`src/rtl/core/http_request_header_parser_assert.svh`:
```
// assertion macros for the http request header parser
`ifndef HTTP_REQUEST_HEADER_PARSER_ASSERT_SVH
`define HTTP_REQUEST_HEADER_PARSER_ASSERT_SVH

`ifndef SYNTHESIS
// same-cycle implication, disabled while in reset
`define HRHP_ASSERT_IMP(lbl, ante, cons) \
    lbl: assert property (@(posedge i_clk) disable iff (!i_rst_n) (ante) |-> (cons)) \
        else $error("hrhp same-cycle check failed");
// next-cycle implication, disabled while in reset
`define HRHP_ASSERT_NXT(lbl, ante, cons) \
    lbl: assert property (@(posedge i_clk) disable iff (!i_rst_n) (ante) |=> (cons)) \
        else $error("hrhp next-cycle check failed");
`else
`define HRHP_ASSERT_IMP(lbl, ante, cons)
`define HRHP_ASSERT_NXT(lbl, ante, cons)
`endif

`endif

```
`src/rtl/core/hrhp_pkg.sv`:
```
// shared types and codes for the http request header parser
package hrhp_pkg;

    // parse phase codes
    localparam logic [4:0] PH_REQ_START  = 5'd0;
    localparam logic [4:0] PH_METHOD     = 5'd1;
    localparam logic [4:0] PH_URI        = 5'd2;
    localparam logic [4:0] PH_PROTO_H    = 5'd3;
    localparam logic [4:0] PH_PROTO_T1   = 5'd4;
    localparam logic [4:0] PH_PROTO_T2   = 5'd5;
    localparam logic [4:0] PH_PROTO_P    = 5'd6;
    localparam logic [4:0] PH_SLASH      = 5'd7;
    localparam logic [4:0] PH_MAJ_FIRST  = 5'd8;
    localparam logic [4:0] PH_MAJ        = 5'd9;
    localparam logic [4:0] PH_MIN_FIRST  = 5'd10;
    localparam logic [4:0] PH_MIN        = 5'd11;
    localparam logic [4:0] PH_LF_REQLINE = 5'd12;
    localparam logic [4:0] PH_LINE_START = 5'd13;
    localparam logic [4:0] PH_FOLD       = 5'd14;
    localparam logic [4:0] PH_NAME       = 5'd15;
    localparam logic [4:0] PH_COLON_SP   = 5'd16;
    localparam logic [4:0] PH_VALUE      = 5'd17;
    localparam logic [4:0] PH_LF_HEADER  = 5'd18;
    localparam logic [4:0] PH_LF_END     = 5'd19;
    localparam logic [4:0] PH_FAILED     = 5'd20;
    localparam logic [4:0] PH_BODY       = 5'd21;

    // host name match position meaning the name differs
    localparam logic [2:0] MATCH_NONE = 3'd7;
    localparam logic [2:0] MATCH_FULL = 3'd4;

    // status codes
    localparam logic [1:0] ST_CONT = 2'd0;
    localparam logic [1:0] ST_ERR  = 2'd1;
    localparam logic [1:0] ST_DONE = 2'd2;

    // byte role codes
    localparam logic [2:0] ROLE_DELIM = 3'd0;
    localparam logic [2:0] ROLE_METH  = 3'd1;
    localparam logic [2:0] ROLE_URI   = 3'd2;
    localparam logic [2:0] ROLE_NAME  = 3'd3;
    localparam logic [2:0] ROLE_VAL   = 3'd4;
    localparam logic [2:0] ROLE_SKIP  = 3'd5;
    localparam logic [2:0] ROLE_BODY  = 3'd6;

    // parser state carried from byte to byte
    typedef struct packed {
        logic [4:0] phase;
        logic [7:0] major_acc;
        logic [7:0] minor_acc;
        logic [7:0] headers_seen;
        logic [2:0] host_pos;
        logic       is_host;
    } t_state;

    // per-byte tags
    typedef struct packed {
        logic [1:0] status;
        logic [2:0] role;
        logic       header_begin;
        logic       host_value;
    } t_tag;

    localparam t_state STATE_RESET = '{
        phase:        PH_REQ_START,
        major_acc:    8'd0,
        minor_acc:    8'd0,
        headers_seen: 8'd0,
        host_pos:     3'd0,
        is_host:      1'b0
    };

endpackage

```
`src/rtl/core/hrhp_step.sv`:
```
// combinational per-byte parse step: next state and byte tags
module hrhp_step
    import hrhp_pkg::*;
(
    input  t_state     i_state,
    input  logic       i_new_request,
    input  logic [7:0] i_data_byte,
    output t_state     o_state,
    output t_tag       o_tag
);

    function automatic logic is_alpha(input logic [7:0] c);
        return (c >= 8'h41 && c <= 8'h5a) || (c >= 8'h61 && c <= 8'h7a);
    endfunction

    function automatic logic is_digit(input logic [7:0] c);
        return c >= 8'h30 && c <= 8'h39;
    endfunction

    function automatic logic is_cntrl(input logic [7:0] c);
        return c < 8'h20 || c == 8'h7f;
    endfunction

    // letters of the word Host
    function automatic logic [7:0] host_char(input logic [1:0] pos);
        logic [7:0] ch;
        unique case (pos)
            2'd0:    ch = 8'h48;
            2'd1:    ch = 8'h6f;
            2'd2:    ch = 8'h73;
            default: ch = 8'h74;
        endcase
        return ch;
    endfunction

    // acc * 10 + digit, saturating at 255
    function automatic logic [7:0] dec_push(input logic [7:0] acc, input logic [7:0] c);
        logic [11:0] v;
        v = ({4'd0, acc} << 3) + ({4'd0, acc} << 1) + {8'd0, c[3:0]};
        return (v > 12'd255) ? 8'd255 : v[7:0];
    endfunction

    localparam logic [7:0] CH_SP    = 8'h20;
    localparam logic [7:0] CH_TAB   = 8'h09;
    localparam logic [7:0] CH_CR    = 8'h0d;
    localparam logic [7:0] CH_LF    = 8'h0a;
    localparam logic [7:0] CH_H     = 8'h48;
    localparam logic [7:0] CH_T     = 8'h54;
    localparam logic [7:0] CH_P     = 8'h50;
    localparam logic [7:0] CH_SLASH = 8'h2f;
    localparam logic [7:0] CH_DOT   = 8'h2e;
    localparam logic [7:0] CH_COLON = 8'h3a;

    t_state     cur;
    t_state     nxt;
    t_tag       tag;
    logic       bad;
    logic [7:0] c;
    logic       alnum;
    logic       blank;

    assign c     = i_data_byte;
    assign alnum = is_alpha(c) || is_digit(c);
    assign blank = (c == CH_SP) || (c == CH_TAB);
    // a new request restarts from the reset state before this byte
    assign cur   = i_new_request ? STATE_RESET : i_state;

    always_comb begin
        nxt = cur;
        tag = '{status: ST_CONT, role: ROLE_DELIM, header_begin: 1'b0, host_value: 1'b0};
        bad = 1'b0;
        unique case (cur.phase)
            PH_REQ_START: begin
                if (is_alpha(c)) begin
                    nxt.phase = PH_METHOD;
                    tag.role  = ROLE_METH;
                end else bad = 1'b1;
            end
            PH_METHOD: begin
                if (c == CH_SP) nxt.phase = PH_URI;
                else if (is_alpha(c)) tag.role = ROLE_METH;
                else bad = 1'b1;
            end
            PH_URI: begin
                if (c == CH_SP) nxt.phase = PH_PROTO_H;
                else if (is_cntrl(c)) bad = 1'b1;
                else tag.role = ROLE_URI;
            end
            PH_PROTO_H: begin
                if (c == CH_H) nxt.phase = PH_PROTO_T1; else bad = 1'b1;
            end
            PH_PROTO_T1: begin
                if (c == CH_T) nxt.phase = PH_PROTO_T2; else bad = 1'b1;
            end
            PH_PROTO_T2: begin
                if (c == CH_T) nxt.phase = PH_PROTO_P; else bad = 1'b1;
            end
            PH_PROTO_P: begin
                if (c == CH_P) nxt.phase = PH_SLASH; else bad = 1'b1;
            end
            PH_SLASH: begin
                if (c == CH_SLASH) begin
                    nxt.major_acc = 8'd0;
                    nxt.minor_acc = 8'd0;
                    nxt.phase     = PH_MAJ_FIRST;
                end else bad = 1'b1;
            end
            PH_MAJ_FIRST: begin
                if (is_digit(c)) begin
                    nxt.major_acc = dec_push(cur.major_acc, c);
                    nxt.phase     = PH_MAJ;
                end else bad = 1'b1;
            end
            PH_MAJ: begin
                if (c == CH_DOT) nxt.phase = PH_MIN_FIRST;
                else if (is_digit(c)) nxt.major_acc = dec_push(cur.major_acc, c);
                else bad = 1'b1;
            end
            PH_MIN_FIRST: begin
                if (is_digit(c)) begin
                    nxt.minor_acc = dec_push(cur.minor_acc, c);
                    nxt.phase     = PH_MIN;
                end else bad = 1'b1;
            end
            PH_MIN: begin
                if (c == CH_CR) nxt.phase = PH_LF_REQLINE;
                else if (is_digit(c)) nxt.minor_acc = dec_push(cur.minor_acc, c);
                else bad = 1'b1;
            end
            PH_LF_REQLINE: begin
                if (c == CH_LF) nxt.phase = PH_LINE_START; else bad = 1'b1;
            end
            PH_LINE_START: begin
                if (c == CH_CR) begin
                    nxt.phase = PH_LF_END;
                end else if (cur.headers_seen != 8'd0 && blank) begin
                    nxt.phase = PH_FOLD;
                end else if (!alnum) begin
                    tag.role = ROLE_SKIP;
                end else begin
                    // first byte of a new header name
                    if (cur.headers_seen != 8'd255) nxt.headers_seen = cur.headers_seen + 8'd1;
                    nxt.host_pos     = (c == host_char(2'd0)) ? 3'd1 : MATCH_NONE;
                    nxt.is_host      = 1'b0;
                    tag.role         = ROLE_NAME;
                    tag.header_begin = 1'b1;
                    nxt.phase        = PH_NAME;
                end
            end
            PH_FOLD: begin
                if (c == CH_CR) nxt.phase = PH_LF_HEADER;
                else if (blank) begin
                    // folding whitespace stays a delimiter
                end else if (is_cntrl(c)) bad = 1'b1;
                else begin
                    tag.role       = ROLE_VAL;
                    tag.host_value = cur.is_host;
                    nxt.phase      = PH_VALUE;
                end
            end
            PH_NAME: begin
                if (c == CH_COLON) begin
                    nxt.is_host = (cur.host_pos == MATCH_FULL);
                    nxt.phase   = PH_COLON_SP;
                end else if (alnum) begin
                    tag.role = ROLE_NAME;
                    if (cur.host_pos < MATCH_FULL && c == host_char(cur.host_pos[1:0]))
                        nxt.host_pos = cur.host_pos + 3'd1;
                    else
                        nxt.host_pos = MATCH_NONE;
                end else bad = 1'b1;
            end
            PH_COLON_SP: begin
                if (c == CH_SP) nxt.phase = PH_VALUE; else bad = 1'b1;
            end
            PH_VALUE: begin
                if (c == CH_CR) nxt.phase = PH_LF_HEADER;
                else if (is_cntrl(c)) bad = 1'b1;
                else begin
                    tag.role       = ROLE_VAL;
                    tag.host_value = cur.is_host;
                end
            end
            PH_LF_HEADER: begin
                if (c == CH_LF) nxt.phase = PH_LINE_START; else bad = 1'b1;
            end
            PH_LF_END: begin
                if (c == CH_LF) begin
                    tag.status = ST_DONE;
                    nxt.phase  = PH_BODY;
                end else bad = 1'b1;
            end
            PH_BODY: begin
                tag.status = ST_DONE;
                tag.role   = ROLE_BODY;
            end
            // failed phase and unused codes stay in error
            default: bad = 1'b1;
        endcase

        // any bad byte forces the error phase and plain error tags
        if (bad) begin
            nxt.phase = PH_FAILED;
            tag       = '{status: ST_ERR, role: ROLE_DELIM, header_begin: 1'b0,
                          host_value: 1'b0};
        end
    end

    assign o_state = nxt;
    assign o_tag   = tag;

endmodule

```
`src/rtl/core/http_request_header_parser.sv`:
```
// top level of the http request header parser
// Usage: one request byte per input beat on i_valid / o_ready, carrying
// i_data_byte and i_new_request (restart at request start before this byte).
// Every input beat yields exactly one result beat on o_valid / i_ready with
// status, byte role, header begin and host flags, and the running version
// numbers and header count as they stand after that byte.
// An accepted byte passes through the input register and then the result
// register before its result shows; a receiver stall can hold it between.
// Throughput: one byte per cycle while results are taken; the parse state
// update between the input and result registers is the loop that sets it.
// Reset (synchronous, active low) empties both registers and returns the
// parse state to request start with all counters at zero.
// When the receiver stalls, the result holds and one more byte waits in the
// input register; o_ready drops only once both are full, and rises again in
// the cycle the held result is taken.
`include "http_request_header_parser_assert.svh"

module http_request_header_parser
    import hrhp_pkg::*;
(
    input  logic       i_clk,
    input  logic       i_rst_n,
    input  logic       i_valid,
    output logic       o_ready,
    input  logic [7:0] i_data_byte,
    input  logic       i_new_request,
    output logic       o_valid,
    input  logic       i_ready,
    output logic [1:0] o_status,
    output logic [2:0] o_byte_role,
    output logic       o_header_begin,
    output logic       o_host_value,
    output logic [7:0] o_major_version,
    output logic [7:0] o_minor_version,
    output logic [7:0] o_header_count
);

    logic       r_in_valid;
    logic [7:0] r_in_byte;
    logic       r_in_new;
    t_state     r_state;
    t_state     n_state;
    t_tag       n_tag;
    logic       r_out_valid;
    t_tag       r_out_tag;
    logic [7:0] r_out_major;
    logic [7:0] r_out_minor;
    logic [7:0] r_out_count;
    logic       advance;

    // the input beat moves on when the result slot is free or being taken
    assign advance = r_in_valid && (!r_out_valid || i_ready);
    assign o_ready = !r_in_valid || advance;

    // input register
    always_ff @(posedge i_clk) begin
        if (!i_rst_n) begin
            r_in_valid <= 1'b0;
        end else if (o_ready) begin
            r_in_valid <= i_valid;
        end
        if (o_ready && i_valid) begin
            r_in_byte <= i_data_byte;
            r_in_new  <= i_new_request;
        end
    end

    hrhp_step u_step (
        .i_state       (r_state),
        .i_new_request (r_in_new),
        .i_data_byte   (r_in_byte),
        .o_state       (n_state),
        .o_tag         (n_tag)
    );

    // parse state and result register
    always_ff @(posedge i_clk) begin
        if (!i_rst_n) begin
            r_state     <= STATE_RESET;
            r_out_valid <= 1'b0;
        end else begin
            if (advance) begin
                r_state <= n_state;
            end
            if (advance) begin
                r_out_valid <= 1'b1;
            end else if (i_ready) begin
                r_out_valid <= 1'b0;
            end
        end
        if (advance) begin
            r_out_tag   <= n_tag;
            r_out_major <= n_state.major_acc;
            r_out_minor <= n_state.minor_acc;
            r_out_count <= n_state.headers_seen;
        end
    end

    assign o_valid         = r_out_valid;
    assign o_status        = r_out_tag.status;
    assign o_byte_role     = r_out_tag.role;
    assign o_header_begin  = r_out_tag.header_begin;
    assign o_host_value    = r_out_tag.host_value;
    assign o_major_version = r_out_major;
    assign o_minor_version = r_out_minor;
    assign o_header_count  = r_out_count;

    // checks
    `HRHP_ASSERT_IMP(a_err_matches_phase, o_valid && o_status == ST_ERR, r_state.phase == PH_FAILED)
    `HRHP_ASSERT_IMP(a_done_matches_phase, o_valid && o_status == ST_DONE, r_state.phase == PH_BODY)
    `HRHP_ASSERT_IMP(a_begin_is_name, o_valid && o_header_begin,
                     o_byte_role == ROLE_NAME && o_header_count != 8'd0)
    `HRHP_ASSERT_NXT(a_error_sticky, advance && !r_in_new && r_state.phase == PH_FAILED,
                     o_valid && o_status == ST_ERR)

endmodule
```
`config.mk`:
```
export PLATFORM = sky130hd
export DESIGN_NAME = http_request_header_parser
export DESIGN_NICKNAME = d
export VERILOG_FILES = /design/src/rtl/core/hrhp_pkg.sv /design/src/rtl/core/hrhp_step.sv /design/src/rtl/core/http_request_header_parser.sv
export VERILOG_INCLUDE_DIRS = /design/src /design/src/rtl/core
export SDC_FILE = /design/constraint.sdc
export NUM_CORES = 1
export LEC_CHECK = 0
export BUFFER_PORTS_ARGS = -buffer_cell sky130_fd_sc_hd__buf_2
export CORE_UTILIZATION = 45
export DETAILED_ROUTE_END_ITERATION = 8
export GPL_ROUTABILITY_DRIVEN = 0
export GPL_TIMING_DRIVEN = 1
export SYNTH_ARGS = -nofsm -noshare
export SYNTH_HDL_FRONTEND = slang
export SYNTH_SLANG_ARGS = --single-unit
```
`constraint.sdc`:
```
create_clock -name i_clk -period 5.3 [get_ports i_clk]
set_input_delay 0.795 -clock i_clk [delete_from_list [all_inputs] [get_ports i_clk]]
set_output_delay 0.795 -clock i_clk [all_outputs]
set_load 0.1 [all_outputs]
```
==> flow_summary.ini <==
[worst_setup_path]
crit_chain = buf_4 > nor2b_1 > xor2_1 > ha_1 > fa_1 > a211oi_1 > o21bai_1 > a21oi_1 > and4_1 > o221ai_1 > a211oi_1 > nor2_1
crit_path_max_incr_delay_ps = 490
slowest_stage = fa_1
critPathLaunchType = flip-flop
crit_type = flip-flop to flip-flop
cp_data_arrival_time_ps = 4210
path_common_cell = a211oi_1
r2r_cells = 12
cp_max_fo = 26
rrSetupSlack_ps = 1180
worstReg2RegStart = r_in_new
critical-path-top-delay-family = compound AO/OA/AOI/OAI gates
cp.required_ps = 5390
startpoint = r_in_new
worstSetupEndpointType = flip-flop
cp_num_buf_inv = 1
r2r_end = o_minor_version[4]

[grt]
grt_remaining_overflow = 0
grt_pass1_vias = 5414
grt_max_degree = 58
antenna_found_initial = 0
grt_pass1_wl_mm = 27.5
track_usage = 0.264

[power]
p_leak_nw = 2.62
switching_share = 0.285
power_mw = 1.55
clkPwrFrac = 0.434
powerDensity_mw_per_mm2 = 238
intPower_mw = 1.11
worst_ir_drop_vdd_mv = 0.113
pwr-share-comb = 0.141
switching_power_uw = 440
seq_power_share = 0.425

[yosys]
synth_cell_types = 84
synth-async-reset-ratio = 0
synth-edff-count = 40
yosysWarnings = 0
yosysSeqAreaShare = 0.324
netlist_instances = 711
synth_seq_cells = 75
avgSynthCellArea_sq_um = 8.26
synth_area_sq_mm = 0.00587
syn-num-nets = 761
ys.flop_type = edfxtp_1

[timing]
grt_setup_unrepaired = no
slew_headroom = 0.219
fin_ws_ps = 1180
fmax_mhz = 243
layout_min_cycle_time_ps = 4120
tightest_slew_ps = 1160
final.period_utilization = 0.777
drv_slew = 0
fin_worst_skew_ps = 9.12
setup_violations = 0
tns_ps = 0
finalHoldViolations = 0

[drt]
totalWireLength_mm = 17.2
vias_per_cell = 6.38
firstDrtPassIters = 7
met1_length_mm = 7.46
post_drt_wl_per_cell_um = 19.0
vias = 5771
highest_layer = met4
route.met3.wl_mm = 1.24
route.met2.wl_mm = 7.82
drt_iter0_drc = 508
drc = 0
drtAntennaViolNets = 0

[place]
dp_slack_ps = 1250
dpl_cell_area_sq_mm = 0.00618
numPortBuffers = 45
place_hpwl_mm = 12.0

[floorplanning]
start_util = 0.463
ios = 46
dieArea_sq_mm = 0.0135
num_rows = 41
core-area_sq_mm = 0.0127
floorplan.die.height_um = 116
fp.dieW_um = 116

[clock_tree]
clk_pin_slew_worst_paths_ps = 60
postCtsHoldBufs = 0
cts_resized = 0
tritoncts = done
cts_buffers = 9
clock-root-buffer = clkbuf_16
clock_latency_ps = 350
htree_levels = 3
clk_path_buf_depth = 2
cts_sinks = 75
cts_setup_buffers = 0

[final_layout]
final_common_cell = nand2_1
final_cell_area_sq_mm = 0.00649
mostFrequentLayoutCells = 76 x nand2_1, 66 x nor2_1, 51 x o21ai_0
diodes = 0
syn2layout_area_growth_pct = 10.6
drive_gt1_frac = 0.124
finalNetCount = 778

[min_path]
hold_end = r_state[0]
whs_path_depth = 2
min_path_type = flip-flop to flip-flop
hp-start = r_state[0]

[flow_run]
maxCapViolCount = 0

[status]
status = finished, final reports clean
cell families (layout without fill, tap and decap cells):
group,Yosys count,in the layout,share of synthesized area
muxes,4,4,0.00703
buffers and inverters,63,84,0.0420
DFF,75,75,0.324
adders and majority gates,37,37,0.0814
xor gates and xnor gates,15,15,0.0224
and+or+nand+nor,304,304,0.282
AOI/OAI and AO/OA,213,213,0.241
power groups by stage:
| stage | sequential (mW) | clock (mW) | combinational, mW |
|---|---|---|---|
| after floorplan | 0.726 | 0 | 0.108 |
| after global placement | 0.667 | 0 | 0.213 |
| after detailed placement | 0.668 | 0 | 0.216 |
| after CTS | 0.656 | 0.680 | 0.216 |
| after global routing | 0.660 | 0.705 | 0.232 |
| final | 0.657 | 0.672 | 0.219 |
final cells by class:
class,count,area (sq um)
clock buffer,11,243
timing repair buffer,51,270
sequential,75,1900
multi-input combinational,573,3720
tap,172,215
inverter,18,67.6
fill,1210,6180
clock inverter,4,73.8
state kept, by name (all words and copies together) (netlist names):
register and flops:
o_host_value 1, o_header_begin 1, o_status 2, r_in_byte 8, o_minor_version 8, r_state 33, o_header_count 8, o_byte_role 3
o_valid 1, o_major_version 8, r_in_new 1, r_in_valid 1
worst max path at each step:
| stage | endpoint | slack (ps) | cells past startpoint |
|---|---|---|---|
| finish | o_minor_version[4] | 1180 | 12 |
| global route | r_state[16] | 820 | 12 |
| CTS | o_minor_version[7] | 1210 | 12 |
| detailed placement | o_minor_version[7] | 1250 | 12 |
| global placement | o_minor_version[6] | 1420 | 12 |
| floorplan | o_minor_version[4] | 1280 | 16 |
synth_stat cells (all sizes together), types with 4 or more instances:
cell type,instances,share of area
nor2,67,0.043
o31ai,10,0.014
buf,8,0.0068
a21o,10,0.013
o22ai,10,0.011
or4,5,0.0064
a211o,5,0.0075
nor3,22,0.020
o2bb2ai,6,0.0089
o211ai,6,0.0085
and3,7,0.0075
nand2,76,0.049
or3,6,0.0064
a211oi,18,0.023
o21ai,54,0.047
a31oi,8,0.0085
nand4,7,0.010
nand4bb,4,0.0077
clkbuf,37,0.024
or2,6,0.0064
a311oi,4,0.0060
xnor2,7,0.010
edfxtp,40,0.20
nor4,11,0.014
xor2,8,0.012
a2111oi,6,0.010
inv,15,0.0096
nor2b,23,0.025
dfxtp,35,0.12
and2,8,0.0085
o21a,4,0.0051
nand2b,15,0.016
ha,35,0.075
nor4b,5,0.011
a21oi,45,0.038
or4b,5,0.0092
nand3,21,0.018
stage by stage:
step                instances  hold WS (ps)  utilization
finish                    904           464        0.513
global route              904           491        0.513
CTS                       904           466        0.513
detailed placement        889           457        0.488
global placement          889           446        0.488
floorplan                 711           433            -
layer usage:
layer  up-vias  global-route usage
li1       2711                   -
met1      2724               0.341
met2       280               0.422
met3        56              0.0446
met4         0               0.139
met5         -                   0
worst reg2reg max path, stage by stage (launching register included):
cell      delay [ps]
edfxtp_1         380
buf_4            240
nor2b_1          430
xor2_1           220
ha_1             300
fa_1             490
a211oi_1         290
o21bai_1         130
a21oi_1          240
and4_1           220
o221ai_1         400
a211oi_1         450
nor2_1            70
(Power assumes the default switching activity.)
